File: config.mk
export PLATFORM = sky130hd
export DESIGN_NAME = wsek_lane
export DESIGN_NICKNAME = d
export VERILOG_FILES = /design/src/hdl/wsek_pkg.sv /design/src/hdl/wsek_lane.sv
export SDC_FILE = /design/constraint.sdc
export NUM_CORES = 2
export LEC_CHECK = 0
export BUFFER_PORTS_ARGS = -buffer_cell sky130_fd_sc_hd__clkbuf_2
export CELL_PAD_IN_SITES_DETAIL_PLACEMENT = 0
export CELL_PAD_IN_SITES_GLOBAL_PLACEMENT = 1
export CORE_MARGIN = 2
export CORE_UTILIZATION = 35
export DETAILED_ROUTE_END_ITERATION = 12
export PLACE_DENSITY = 0.64
export SLEW_MARGIN = 40
export SYNTH_ARGS = -nofsm -noshare
export SYNTH_HDL_FRONTEND = slang
export SYNTH_SLANG_ARGS = --single-unit
File: constraint.sdc
create_clock -name clk -period 8.69 [get_ports clk]
set_clock_uncertainty 0.15 [all_clocks]
set_input_delay 2.1725 -clock clk [delete_from_list [all_inputs] [get_ports clk]]
set_output_delay 2.1725 -clock clk [all_outputs]
set_load 0.02 [all_outputs]
File: src/hdl/wsek_pkg.sv
// Shared widths, constants, types and tables of the weighted squared-exponential kernel.
// No dependencies.
package wsek_pkg;

  localparam int DIMS       = 4;
  localparam int MAX_DIMS   = 4;
  localparam int COORD_W    = 16;
  localparam int WEIGHT_W   = 16;
  localparam int SIGMA_W    = 16;
  localparam int CFG_IDX_W  = 3;
  localparam int CFG_DATA_W = 16;
  localparam int ABS_W      = 17;
  localparam int SQ_W       = 33;
  localparam int WSQ_W      = 48;
  localparam int NPAIR      = (DIMS + 1) / 2;
  localparam int PAIR_W     = WSQ_W + 1;
  localparam int DIST_W     = 50;
  localparam int X_W        = 20;
  localparam int INV_W      = 21;
  localparam int KP_W       = X_W + INV_W;
  localparam int K_W        = 5;
  localparam int FRAC_W     = 32;
  localparam int RED_W      = X_W + 16;
  localparam int ACC_W      = FRAC_W + 1;
  localparam int RND_W      = ACC_W + 1;
  localparam int SH_W       = 6;
  localparam int N_W        = 4;
  localparam int E_W        = 17;
  localparam int COV_W      = 32;
  localparam int PROD_W     = SIGMA_W + E_W;
  localparam int SUM_W      = PROD_W + 1;
  localparam int TAYLOR_TERMS = 13;
  localparam int LAT = 3 + 2 + 4 + 3 * (TAYLOR_TERMS - 1) + 2;

  localparam logic [FRAC_W-1:0] LN2_Q32    = 32'hB17217F8;
  localparam logic [INV_W-1:0]  INV_LN2    = 21'd1512775;
  localparam int                INV_SHIFT  = 36;
  localparam logic [DIST_W-1:0] LIMIT_Q28  = DIST_W'(12) << 28;
  localparam logic [ACC_W-1:0]  ONE_Q32    = ACC_W'(1) << FRAC_W;
  localparam logic [COV_W-1:0]  NUGGET_Q24 = 32'd16777;
  localparam logic [SIGMA_W-1:0]  SIGMA_RST  = 16'd256;
  localparam logic [WEIGHT_W-1:0] WEIGHT_RST = 16'd4096;

  typedef enum logic [CFG_IDX_W-1:0] {
    CFG_SIGMA   = 3'd0,
    CFG_WEIGHT0 = 3'd1,
    CFG_WEIGHT1 = 3'd2,
    CFG_WEIGHT2 = 3'd3,
    CFG_WEIGHT3 = 3'd4
  } cfg_idx_t;

  typedef struct packed {
    logic [FRAC_W-1:0] r;
    logic [K_W-1:0]    k;
    logic              big;
    logic              zero;
  } side_t;

  // floor(2^32 / n) for the Taylor term divisors.
  function automatic logic [FRAC_W-1:0] recip_q32(input logic [N_W-1:0] n);
    logic [FRAC_W-1:0] v;
    unique case (n)
      4'd2:    v = 32'd2147483648;
      4'd3:    v = 32'd1431655765;
      4'd4:    v = 32'd1073741824;
      4'd5:    v = 32'd858993459;
      4'd6:    v = 32'd715827882;
      4'd7:    v = 32'd613566756;
      4'd8:    v = 32'd536870912;
      4'd9:    v = 32'd477218588;
      4'd10:   v = 32'd429496729;
      4'd11:   v = 32'd390451572;
      4'd12:   v = 32'd357913941;
      4'd13:   v = 32'd330382099;
      default: v = 32'hFFFFFFFF;
    endcase
    return v;
  endfunction

endpackage

File: src/hdl/wsek_lane.sv
// One dimension lane: difference, square and weighting of one coordinate pair.
// Depends on wsek_pkg.
module wsek_lane (
  input  logic                           clk,
  input  logic                           en,
  input  logic signed [wsek_pkg::COORD_W-1:0] a_i,
  input  logic signed [wsek_pkg::COORD_W-1:0] b_i,
  input  logic [wsek_pkg::WEIGHT_W-1:0]  weight_i,
  output logic [wsek_pkg::WSQ_W-1:0]     wsq_o
);
  import wsek_pkg::*;

  logic signed [ABS_W-1:0]    diff;
  logic [ABS_W-1:0]           ad_nxt;
  logic [ABS_W-1:0]           ad_r;
  logic [2*ABS_W-1:0]         sq_full;
  logic [SQ_W-1:0]            sq_r;
  logic [SQ_W+WEIGHT_W-1:0]   wsq_full;
  logic [WSQ_W-1:0]           wsq_r;

  always_comb begin
    diff     = ABS_W'(a_i) - ABS_W'(b_i);
    ad_nxt   = diff[ABS_W-1] ? ABS_W'(-diff) : ABS_W'(diff);
    sq_full  = ad_r * ad_r;
    wsq_full = sq_r * weight_i;
  end

  always_ff @(posedge clk) begin
    if (en) begin
      ad_r  <= ad_nxt;
      sq_r  <= sq_full[SQ_W-1:0];
      wsq_r <= wsq_full[WSQ_W-1:0];
    end
  end

  assign wsq_o = wsq_r;

endmodule

Yosys cells after proc, flatten, opt, wreduce, memory -nomap -nowiden:

Cells that the tools add are included.

* register bits after elaboration: 98
* latch bits: 0
* memory bits (writable): 0
* ROM bits: 0
* output and inout bits: 48
* logic and storage cells: 9
* memories kept: 0

* $add $sub $neg: 2
* multipliers: 2
* divide/modulo/power cells: 0
* order comparisons: 0
* eq/ne operators: 0
* shift operators: 0
* mux-type cells: 1
* bitwise operators: 0
* reduce and logical (&&, ||, !) cells: 0

Operators by type and width (number)
* multiplier 33 x 16 -> 48 bit: 1
* multiplier 17 x 17 -> 33 bit: 1
* negation 17 bit: 1
* subtractor 16 x 16 -> 17 bit: 1
* two-way mux 16 bit: 1

Longest topological paths before layout:

* depth after elaboration: 3
* mapped depth: 26
* mapped depth without buffers: 23

Worst setup path after synthesis:

Ideal clock, no wire load.

* path type: input to register
* start point: input weight_i[1] (netlist bit)
* end point: register wsq_r[47] (netlist: wsq_o[47]) (data pin)
* setup time: 261 ps
* arrival: 7577 ps
* required time: 8279 ps
* slack: 702 ps
* cell stages on the path: 21
* cell sequence: clkbuf_1 nand2_1 fa_1 fa_1 fa_1 inv_1 fa_1 fa_1 inv_1 fa_1 inv_1 ha_1 clkbuf_1 a21oi_1 o21ai_0 or2_2 o21ai_0 a21oi_1 a211oi_1 a2111oi_0 a311o_1

* cells in the longest elaborated chain, start to end: 1

RTL lines
* start, declared: RTL line wsek_lane.sv:8 `input logic [wsek_pkg::WEIGHT_W-1:0] weight_i,`
* multiplier 33 x 16 -> 48 bit: RTL line wsek_lane.sv:25 `wsq_full = sq_r * weight_i;`
* net wsq_full[47]: RTL line wsek_lane.sv:18 `logic [SQ_W+WEIGHT_W-1:0] wsq_full;`
* end signal, assigned: RTL line wsek_lane.sv:32 `wsq_r <= wsq_full[WSQ_W-1:0];`
* end, declared: RTL line wsek_lane.sv:19 `logic [WSQ_W-1:0] wsq_r;`

The timed path passes the listed nets, and every way through them passes these cells.
A chain may end at the register's enable or synchronous reset.

Final worst setup path:

* start point: input weight_i[7] (netlist bit)
* end point: register wsq_r[46] (netlist: wsq_o[46]) (data pin)

Same word-level chain as after synthesis.

==> flow_summary.toml <==
[setup_path]
r2r-end = "wsq_o[46]"
worstSetupPathType = "primary input to register"
crit_path_frequent_cell = "fa_1"
arrival_ns = 8.35
r2r_setup_slack_ns = 1.58
cp-start-kind = "primary input"
crit_family = "adder cells"
crit_buf_inv = 6
cp_cell_sequence = "clkbuf_2 -> nand2_1 -> fa_1 -> inv_1 -> fa_1 -> inv_1 -> fa_1 -> inv_1 -> fa_1 -> fa_1 -> inv_1 -> fa_1 -> inv_1 -> ha_1 -> nand2_1 -> o211ai_1 -> nand4_1 -> o22ai_1 -> o21ai_0 -> a211o_1 -> o31a_1 -> a211oi_1"
cp_slowest_cell = "fa_1"
critical_path_required_ns = 8.75
worst_r2r_path_depth = 21
critPathMaxFanout = 11
r2r-start = "sq_r[7]"
crit_path_end_kind = "register"
critical_path.max_stage_delay_ns = 0.62

[synth]
synth_warnings = 0
synthFlopType = "edfxtp_1"
synth_seq_area_share = 0.101
synth_seq_cells = 97
async_flop_share = 0
synth_area_um2 = 28700
synth_cells = 3117
synth_edf_count = 97
synth_cell_types = 68
syn_avg_cell_area_um2 = 9.21

[placed_design]
portBuffers = 97
routabilityCongestion = 0.841
hpwlAfterDp_um = 59300
place_area_um2 = 30800
dp_cells = 4256

[grt]
gr-total-overflow = 0
grt_start_max_net_pins = 52
grt_pass1_vias = 21525
antenna_found_initial = 2
grt_usage = 0.173
grt_pass1_wl_um = 117000

[clock_network]
htreeDepth = 3
tritoncts = "yes"
clock-root-buffer = "clkbuf_16"
clock_path_buffers = 2
clock_latency_ns = 0.37
cts_hold_buf = 0
post-cts-setup-buffer-count = 0
cts_made_buffers = 9
path_clk_slew_ns = 0.08
numClockSinks = 97
cts_resized = 0

[detailed_routing]
routedWlPerCell_um = 16.1
dr_wl_met2_um = 31500
first_iter_violations = 693
drc_errors = 0
detail_route.wirelength.met1_um = 34200
antenna_left = 0
vias_per_cell = 4.57
dr.pass1.iters = 5
wl_met3_um = 1960
highest_layer = "met4"
routed_wl_um = 68700
num_vias = 19542

[finish]
mostFrequentLayoutCells = "776 x inv_1, 617 x fa_1, 426 x nand2_1, 269 x and2_1, 243 x ha_1"
nets = 4107
area_delta_synth_final_pct = 8.49
fill_cells = 8298
fin_cells = 4272
antenna_cells = 0
drive_gt1_frac = 0.0687
fin_area_um2 = 31100
layout_commonest_cell = "inv_1"

[floorplanning]
die_area_um2 = 84300
rows = 105
io_pins = 98
start_util = 0.352
die_w_um = 290
die_h_um = 290
core_area_um2 = 81600

[sta]
finalSetupViolations = 0
period_needed_ns = 8.29
tightest_slew_ns = 0.875
slew_violations = 0
min_period_over_period = 0.954
whs_ns = 0.663
slew_headroom = 0.416
fmax_mhz = 121
rsz0062_at_grt = "no"
hold_viol = 0

[run_status]
outcome = "finished clean"

[hold_path]
min_from = "sq_r[0]"
min_to = "wsq_o[0]"
min_path_type = "register to register"
hold_path_depth = 2

[job]
cap_violations = 0
## cell usage after synthesis, types with 15 or more instances
cell,n,area share
o21ai_0,56,0.0098
a21o_1,32,0.0084
fa_1,617,0.43
nor2_1,82,0.011
inv_1,776,0.10
xor2_1,40,0.012
nand2_1,426,0.056
and2_1,269,0.059
a21oi_1,85,0.015
ha_1,243,0.11
edfxtp_1,97,0.10
xnor2_1,66,0.020
clkbuf_1,115,0.015
nor3_1,15,0.0026
nand3_1,16,0.0028
## registers in the layout, summed over array words and instances, names as in the netlist
register and flops:
wsq_o 48, ad_r 17, sq_r 32
## per-stage QoR
stage | util | TNS (ns) | worst slack [ns]
final | 0.382 | 0 | 0.400
after global routing | 0.382 | 0 | 0.0947
after CTS | 0.382 | 0 | 0.364
after detailed placement | 0.378 | 0 | 0.0123
after global placement | 0.378 | -0.000555 | -0.000555
after floorplan | - | 0 | 0.702
## layout make-up
cell class / instances / area, µm² / share of cell area
clock buffer: 9 / 225 / 0.00723
clock inverter: 7 / 77.6 / 0.00249
inverter: 776 / 2910 / 0.0935
multi-input combinational: 2131 / 22400 / 0.721
sequential: 97 / 2910 / 0.0935
tap: 1070 / 1340 / 0.0430
timing repair buffer: 182 / 1230 / 0.0395
## tightest hold or removal path, stage by stage, from the launching register on
cell and delay (ns):
edfxtp_1 0.32, buf_4 0.23, and2_1 0.15
## per-layer routing
metal | vias up | track usage
met2 | 258 | 0.283
met3 | 43 | 0.0132
li1 | 9458 | -
met4 | 0 | 0.0358
met1 | 9783 | 0.252
met5 | - | 0
## cell families (layout without fill, tap and decap cells)
group | count (synthesis) | count (layout) | share of synthesized area
DFF | 97 | 97 | 0.101
buffers and inverters | 895 | 974 | 0.117
muxes | 3 | 3 | 0.00113
adders and majority gates | 860 | 860 | 0.536
other | 2 | 8 | 0.000262
and+or+nand+nor | 868 | 868 | 0.145
xor gates and xnor gates | 106 | 106 | 0.0323
AOI/OAI and AO/OA | 286 | 286 | 0.0659
## worst max-delay path by stage
stage	to	slack [ns]	cells past startpoint	from
global route	wsq_o[33]	0.09	24	weight_i[7]
detailed placement	wsq_o[33]	0.01	24	weight_i[7]
floorplan	wsq_o[47]	0.70	21	weight_i[1]
global placement	wsq_o[47]	-0.0006	23	weight_i[7]
CTS	wsq_o[33]	0.36	24	weight_i[7]
finish	wsq_o[46]	0.40	22	weight_i[7]
Power is not shown: default switching activity piles up to over one toggle a cycle in this logic, so the estimate is an artifact.
