==> src/hdl/wsek_pkg.sv <==
// Shared widths, constants, types and tables of the weighted squared-exponential kernel.
// No dependencies.
package wsek_pkg;

  localparam int DIMS       = 4;
  localparam int MAX_DIMS   = 4;
  localparam int COORD_W    = 16;
  localparam int WEIGHT_W   = 16;
  localparam int SIGMA_W    = 16;
  localparam int CFG_IDX_W  = 3;
  localparam int CFG_DATA_W = 16;
  localparam int ABS_W      = 17;
  localparam int SQ_W       = 33;
  localparam int WSQ_W      = 48;
  localparam int NPAIR      = (DIMS + 1) / 2;
  localparam int PAIR_W     = WSQ_W + 1;
  localparam int DIST_W     = 50;
  localparam int X_W        = 20;
  localparam int INV_W      = 21;
  localparam int KP_W       = X_W + INV_W;
  localparam int K_W        = 5;
  localparam int FRAC_W     = 32;
  localparam int RED_W      = X_W + 16;
  localparam int ACC_W      = FRAC_W + 1;
  localparam int RND_W      = ACC_W + 1;
  localparam int SH_W       = 6;
  localparam int N_W        = 4;
  localparam int E_W        = 17;
  localparam int COV_W      = 32;
  localparam int PROD_W     = SIGMA_W + E_W;
  localparam int SUM_W      = PROD_W + 1;
  localparam int TAYLOR_TERMS = 13;
  localparam int LAT = 3 + 2 + 4 + 3 * (TAYLOR_TERMS - 1) + 2;

  localparam logic [FRAC_W-1:0] LN2_Q32    = 32'hB17217F8;
  localparam logic [INV_W-1:0]  INV_LN2    = 21'd1512775;
  localparam int                INV_SHIFT  = 36;
  localparam logic [DIST_W-1:0] LIMIT_Q28  = DIST_W'(12) << 28;
  localparam logic [ACC_W-1:0]  ONE_Q32    = ACC_W'(1) << FRAC_W;
  localparam logic [COV_W-1:0]  NUGGET_Q24 = 32'd16777;
  localparam logic [SIGMA_W-1:0]  SIGMA_RST  = 16'd256;
  localparam logic [WEIGHT_W-1:0] WEIGHT_RST = 16'd4096;

  typedef enum logic [CFG_IDX_W-1:0] {
    CFG_SIGMA   = 3'd0,
    CFG_WEIGHT0 = 3'd1,
    CFG_WEIGHT1 = 3'd2,
    CFG_WEIGHT2 = 3'd3,
    CFG_WEIGHT3 = 3'd4
  } cfg_idx_t;

  typedef struct packed {
    logic [FRAC_W-1:0] r;
    logic [K_W-1:0]    k;
    logic              big;
    logic              zero;
  } side_t;

  // floor(2^32 / n) for the Taylor term divisors.
  function automatic logic [FRAC_W-1:0] recip_q32(input logic [N_W-1:0] n);
    logic [FRAC_W-1:0] v;
    unique case (n)
      4'd2:    v = 32'd2147483648;
      4'd3:    v = 32'd1431655765;
      4'd4:    v = 32'd1073741824;
      4'd5:    v = 32'd858993459;
      4'd6:    v = 32'd715827882;
      4'd7:    v = 32'd613566756;
      4'd8:    v = 32'd536870912;
      4'd9:    v = 32'd477218588;
      4'd10:   v = 32'd429496729;
      4'd11:   v = 32'd390451572;
      4'd12:   v = 32'd357913941;
      4'd13:   v = 32'd330382099;
      default: v = 32'hFFFFFFFF;
    endcase
    return v;
  endfunction

endpackage

==> src/hdl/wsek_merge.sv <==
// Merging stage: registered adder tree over the lane results.
// Depends on wsek_pkg.
module wsek_merge (
  input  logic                          clk,
  input  logic                          en,
  input  logic [wsek_pkg::WSQ_W-1:0]    wsq_i [wsek_pkg::DIMS],
  output logic [wsek_pkg::DIST_W-1:0]   dist_o
);
  import wsek_pkg::*;

  logic [PAIR_W-1:0] pair_nxt [NPAIR];
  logic [PAIR_W-1:0] pair_r   [NPAIR];
  logic [DIST_W-1:0] dist_nxt;
  logic [DIST_W-1:0] dist_r;

  always_comb begin
    for (int j = 0; j < NPAIR; j++) begin
      if (2 * j + 1 < DIMS) begin
        pair_nxt[j] = PAIR_W'(wsq_i[2*j]) + PAIR_W'(wsq_i[2*j+1]);
      end else begin
        pair_nxt[j] = PAIR_W'(wsq_i[2*j]);
      end
    end
    dist_nxt = '0;
    for (int j = 0; j < NPAIR; j++) begin
      dist_nxt = dist_nxt + DIST_W'(pair_r[j]);
    end
  end

  always_ff @(posedge clk) begin
    if (en) begin
      pair_r <= pair_nxt;
      dist_r <= dist_nxt;
    end
  end

  assign dist_o = dist_r;

endmodule

==> config.mk <==
export PLATFORM = sky130hd
export DESIGN_NAME = wsek_merge
export DESIGN_NICKNAME = d
export VERILOG_FILES = /design/src/hdl/wsek_pkg.sv /design/src/hdl/wsek_merge.sv
export SDC_FILE = /design/constraint.sdc
export NUM_CORES = 1
export LEC_CHECK = 0
export ABC_AREA = 1
export BUFFER_PORTS_ARGS = -buffer_cell sky130_fd_sc_hd__buf_2
export CORE_ASPECT_RATIO = 2
export CORE_MARGIN = 1.5
export CORE_UTILIZATION = 55
export CTS_CLUSTER_DIAMETER = 100
export DETAILED_ROUTE_END_ITERATION = 16
export PLACE_DENSITY = 0.8
export SLEW_MARGIN = 30
export SYNTH_ARGS = -nofsm -noshare
export SYNTH_HDL_FRONTEND = slang
export SYNTH_SLANG_ARGS = --single-unit
export TNS_END_PERCENT = 10
==> constraint.sdc <==
create_clock -name clk -period 3.16 [get_ports clk]
set_input_delay 0.79 -clock clk [delete_from_list [all_inputs] [get_ports clk]]
set_output_delay 0.79 -clock clk [all_outputs]
set_load 0.05 [all_outputs]
### Yosys cells after proc, flatten, opt, wreduce, memory -nomap -nowiden

Cells that the tools add are included.

* output and inout bits: 50
* word-level logic and storage cells: 6
* bits in writable memories: 0
* memories: 0
* memory bits (read-only): 0
* input port bits: 194
* latch bits: 0
* register bits after elaboration: 148

* add/subtract/negate cells: 3
* mux-type cells: 0
* equality and inequality tests: 0
* reduce and logical (&&, ||, !) cells: 0
* magnitude comparators: 0
* $mul: 0
* shift-type cells: 0
* bitwise gates (word level): 0
* divide/modulo/power cells: 0

Operators by type and width (number)
* adder 48 x 48 -> 49 bit: 2
* adder 49 x 49 -> 50 bit: 1

### Longest topological paths before layout

* depth in word-level cells: 1
* mapped depth: 14
* gate-level depth less buffers: 14

### Worst setup path before layout

OpenSTA, ideal clock, no wires.

* path kind: input -> register
* start point: in wsq_i[96] (netlist bit)
* end point: reg pair_r[89] (netlist bit) (data pin)
* data arrival time: 2.185 ns
* stages on the path: 12
* slack: 0.723 ns
* required time: 2.908 ns
* setup time: 0.252 ns
* path buffers: 0
* path through: ha_1 fa_1 nand3_1 nand3_1 nand2_1 nand2_1 nand2_1 nand3_2 nand2_1 nand2_1 nand2_1 nand2_1

RTL lines
* from (decl): line wsek_merge.sv:6 `input logic [wsek_pkg::WSQ_W-1:0] wsq_i [wsek_pkg::DIMS],`
* to (signal assigned): line wsek_merge.sv:32 `pair_r <= pair_nxt;`
* to (decl): line wsek_merge.sv:12 `logic [PAIR_W-1:0] pair_r [NPAIR];`

### Worst setup path after layout

* start point: reg pair_r[57] (netlist bit)
* end point: reg dist_r[49] (netlist: dist_o[49]) (data pin)

* cells in the longest elaborated chain, start to end: 1

Ends and longest elaborated chain
* adder 49 x 49 -> 50 bit: line wsek_merge.sv:26 `dist_nxt = dist_nxt + DIST_W'(pair_r[j]);`
* via dist_nxt[49]: line wsek_merge.sv:13 `logic [DIST_W-1:0] dist_nxt;`
* to (signal assigned): line wsek_merge.sv:33 `dist_r <= dist_nxt;`
* to (decl): line wsek_merge.sv:14 `logic [DIST_W-1:0] dist_r;`

The timed path passes the listed nets, and every way through them passes these cells.
A chain may end at the register's enable or synchronous reset.

==> flow_summary.rst <==
.. list-table::
   :header-rows: 1

   * - Metric
     - Value
   * - Class of the worst hold path
     - flop to flop
   * - Critical path capture point type
     - flop
   * - CTS Buffer Depth
     - 2
   * - Number of H-tree branching levels
     - 4
   * - Most frequent cell on the critical path
     - nand2_1
   * - Count of input and output buffers
     - 243
   * - Peak per-stage delay on the critical path
     - 0.47 ns
   * - Final number of setup-violating endpoints
     - 0
   * - Run status
     - finished, final reports clean
   * - Period utilization
     - 0.901
   * - Detailed-route wire length per cell
     - 18.5 um
   * - Routing usage on met2
     - 0.742
   * - Placeable core region
     - 31500 um2
   * - Ordered cell list for the critical path
     - ha_1 -> nand2_1 -> inv_1 -> nand2_1 -> nand2_1 -> inv_1 -> nand3_2 -> nand2_1 -> nand2_1 -> nand2_1 -> nand2_1 -> nand2_1 -> nand2_1
   * - Library cell contributing the largest single delay on the critical path
     - edfxtp_1
   * - Total wire length after detailed routing
     - 67100 um
   * - Starting density of the core
     - 0.557
   * - Busiest layer in global routing
     - met2
   * - Leakage dissipation
     - 11.6 nW
   * - # hold bufs at CTS
     - 0
   * - Data required time of the critical path
     - approximately 3.4 ns
   * - Maximum number of pins on one net before global-route repair
     - 53
   * - Met3 track demand over resource
     - 0.0838
   * - Most used cells in the layout excluding fill and tap cells
     - nand2_1, inv_1, buf_2
   * - Floorplan die width
     - 129 um
   * - Drt drc
     - 0
   * - Clock insertion delay at the later pin of the skew report
     - between 0.4 and 0.5 ns
   * - CTS-repair resized insts
     - 0
   * - Slew Limit Fails
     - 0
   * - Count of vias placed by the detailed router
     - 18899
   * - Synth Instances
     - 2907
   * - Unrepaired setup endpoints after global routing
     - false
   * - Part of the Yosys area used for sequential elements
     - 0.253
   * - Synth Net Count
     - roughly 3200
   * - Number of DRC markers in iteration 0
     - 1065
   * - Area overhead of the layout relative to synthesis
     - 13.9%
   * - # Max-Cap Violations
     - 0
   * - Number of global-route vias before repair
     - 18819
   * - Post-synthesis register bit count
     - approximately 150
   * - Fraction of final layout cells sized beyond drive strength 1
     - 0.158
   * - Crit Path Max Fanout
     - 4
   * - Sum of buffers and inverters on the critical path
     - 2
   * - Io pins
     - 244
   * - Nature of the critical path startpoint
     - flop
   * - Category of cells accounting for the largest share of critical-path delay
     - simple AND/OR/NAND/NOR gates
   * - Routing usage on met1
     - 0.335
   * - Count of TritonRoute iterations in the first routing pass
     - 8
   * - Via count normalized by instance count
     - 5.22
   * - Post-CTS setup-driven buffer insertion count
     - 0
   * - Mean area per synthesized cell
     - 6.05 um2
   * - Setup Skew
     - 0.0151 ns
   * - Cell Area, Synth
     - 17600 um2
   * - Post-synth EDFFs
     - ~150
   * - Peak supply drop
     - 0.441 mV
   * - PD cells
     - roughly 530 nW/um2
   * - Dominant register cell in the synthesized netlist
     - edfxtp_1
   * - Final Hold Vio Count
     - 0
   * - Overall track demand over capacity in global routing
     - 0.416
   * - Max Clock Freq
     - around 0.35 GHz
   * - Final-layout setup total negative slack
     - 0 ns
   * - Final global-route overflow total
     - 0
   * - Worst-Margin Slew
     - 0.600 ns
   * - Die Height
     - 256 um
   * - Core Rows
     - 92
   * - TritonCTS clock tree
     - done
   * - Number of warnings issued by yosys
     - 0
   * - Share of flip-flops with an asynchronous set or reset
     - 0
   * - Tot Pwr
     - 10.7 mW
   * - Post-layout min period
     - 2.85 ns
   * - Worst-path clk slew
     - around 0.07 ns
   * - Die Footprint
     - between 30000 and 40000 um2
   * - Worst relative slew slack
     - 0.600
   * - Arrival time at the worst endpoint
     - 3.06 ns
   * - Final weighted congestion in routability-driven placement
     - 1.11
   * - CTS buffer count
     - 17
   * - Leading cell type in the layout, fill and taps excluded
     - nand2_1
   * - Number of nets in the finished design
     - about 3500
   * - Post-detail-place hpwl
     - between 50000 and 60000 um
   * - Clock tree root driver cell
     - clkbuf_16
   * - Wire length of the first global-routing pass
     - roughly 100000 um
   * - Routed Antenna Nets
     - 0
   * - Count of cell types in the netlist
     - 29
   * - Classification of the worst setup path
     - flop to flop
   * - Number of antenna violations at the first check in global routing
     - 9
   * - Number of sinks on the clock net
     - 148
[final cells by class]
| cell class | count | area (um2) |
|---|---|---|
| Fill cell | 3171 | 11500 |
| Tap cell | 423 | 529 |
| Inverter | 669 | 2510 |
| Timing Repair Buffer | 252 | 1320 |
| Multi-Input combinational cell | 2090 | 10600 |
| Sequential cell | 148 | 4440 |
| Clock inverter | 12 | 143 |
| Antenna cell | 10 | 25.0 |
| Clock buffer | 19 | 433 |
[synthesized netlist by cell type, types with 22 or more instances]
cell	number	area, um2
xor2_1	74	648
a21oi_1	91	455
nand4_1	29	181
ha_1	145	1810
nor2_1	185	694
inv_2	39	146
nor2_2	93	582
nand2_2	52	325
inv_1	629	2360
nand3_2	22	220
edfxtp_1	148	4440
nand2_1	1216	4560
nand3_1	113	566
[registers in the layout, summed over array words and instances, names as in the netlist]
signal	count
dist_o	50
pair_r	98
[routing by layer]
layer  part of all wire  up-vias
li1                   -     9337
met1               0.30     8371
met2               0.51      806
met3              0.054      385
met4               0.14        0
met5                  0        -
[final timing paths]
path	start	endpoint	slack, ns	depth (start not counted)
setup / recovery	pair_r[57]	dist_o[49]	0.31	13
hold / removal	pair_r[49]	dist_o[0]	0.54	1
setup reg to reg	pair_r[57]	dist_o[49]	0.31	13
hold reg to reg	pair_r[49]	dist_o[0]	0.54	1
[kinds of logic (layout without fill, tap and decap cells)]
| logic type | Yosys count | after routing | share of synthesized area |
|---|---|---|---|
| DFF | 148 | 148 | 0.253 |
| AOI/OAI and AO/OA | 115 | 115 | 0.0361 |
| xor gates and xnor gates | 75 | 75 | 0.0374 |
| other | 0 | 10 | 0 |
| buffers and inverters | 669 | 952 | 0.143 |
| and+or+nand+nor | 1752 | 1752 | 0.424 |
| adders and majority gates | 148 | 148 | 0.107 |
[power breakdown]
part / switching (mW) / leakage [nW] / internal (mW)
combinational: 4.11 / 9.88 / 1.56
clock: 0.907 / 0.280 / 1.17
sequential: 0.148 / 1.45 / 2.77
[stage by stage]
stage / instances / area, um2 / hold slack (ns) / util / setup slack [ns]
finish: 3623 / 20000 / 0.539 / 0.635 / 0.313
global route: 3622 / 20000 / 0.582 / 0.635 / 0.261
CTS: 3613 / 20000 / 0.543 / 0.634 / 0.617
detailed placement: 3582 / 19400 / 0.531 / 0.616 / 0.160
global placement: 3582 / 19400 / 0.516 / 0.616 / 0.197
floorplan: 2907 / 17600 / 0.513 / - / 0.723
[worst register-to-register path, delay by kind of cell, from the launching register on]
family | cells | cell delay, ns
buffers and inverters | 2 | 0.20
adders and majority gates | 1 | 0.39
DFF | 1 | 0.47
and+or+nand+nor | 10 | 1.54
Note: power is estimated with default switching activity, not from simulation.
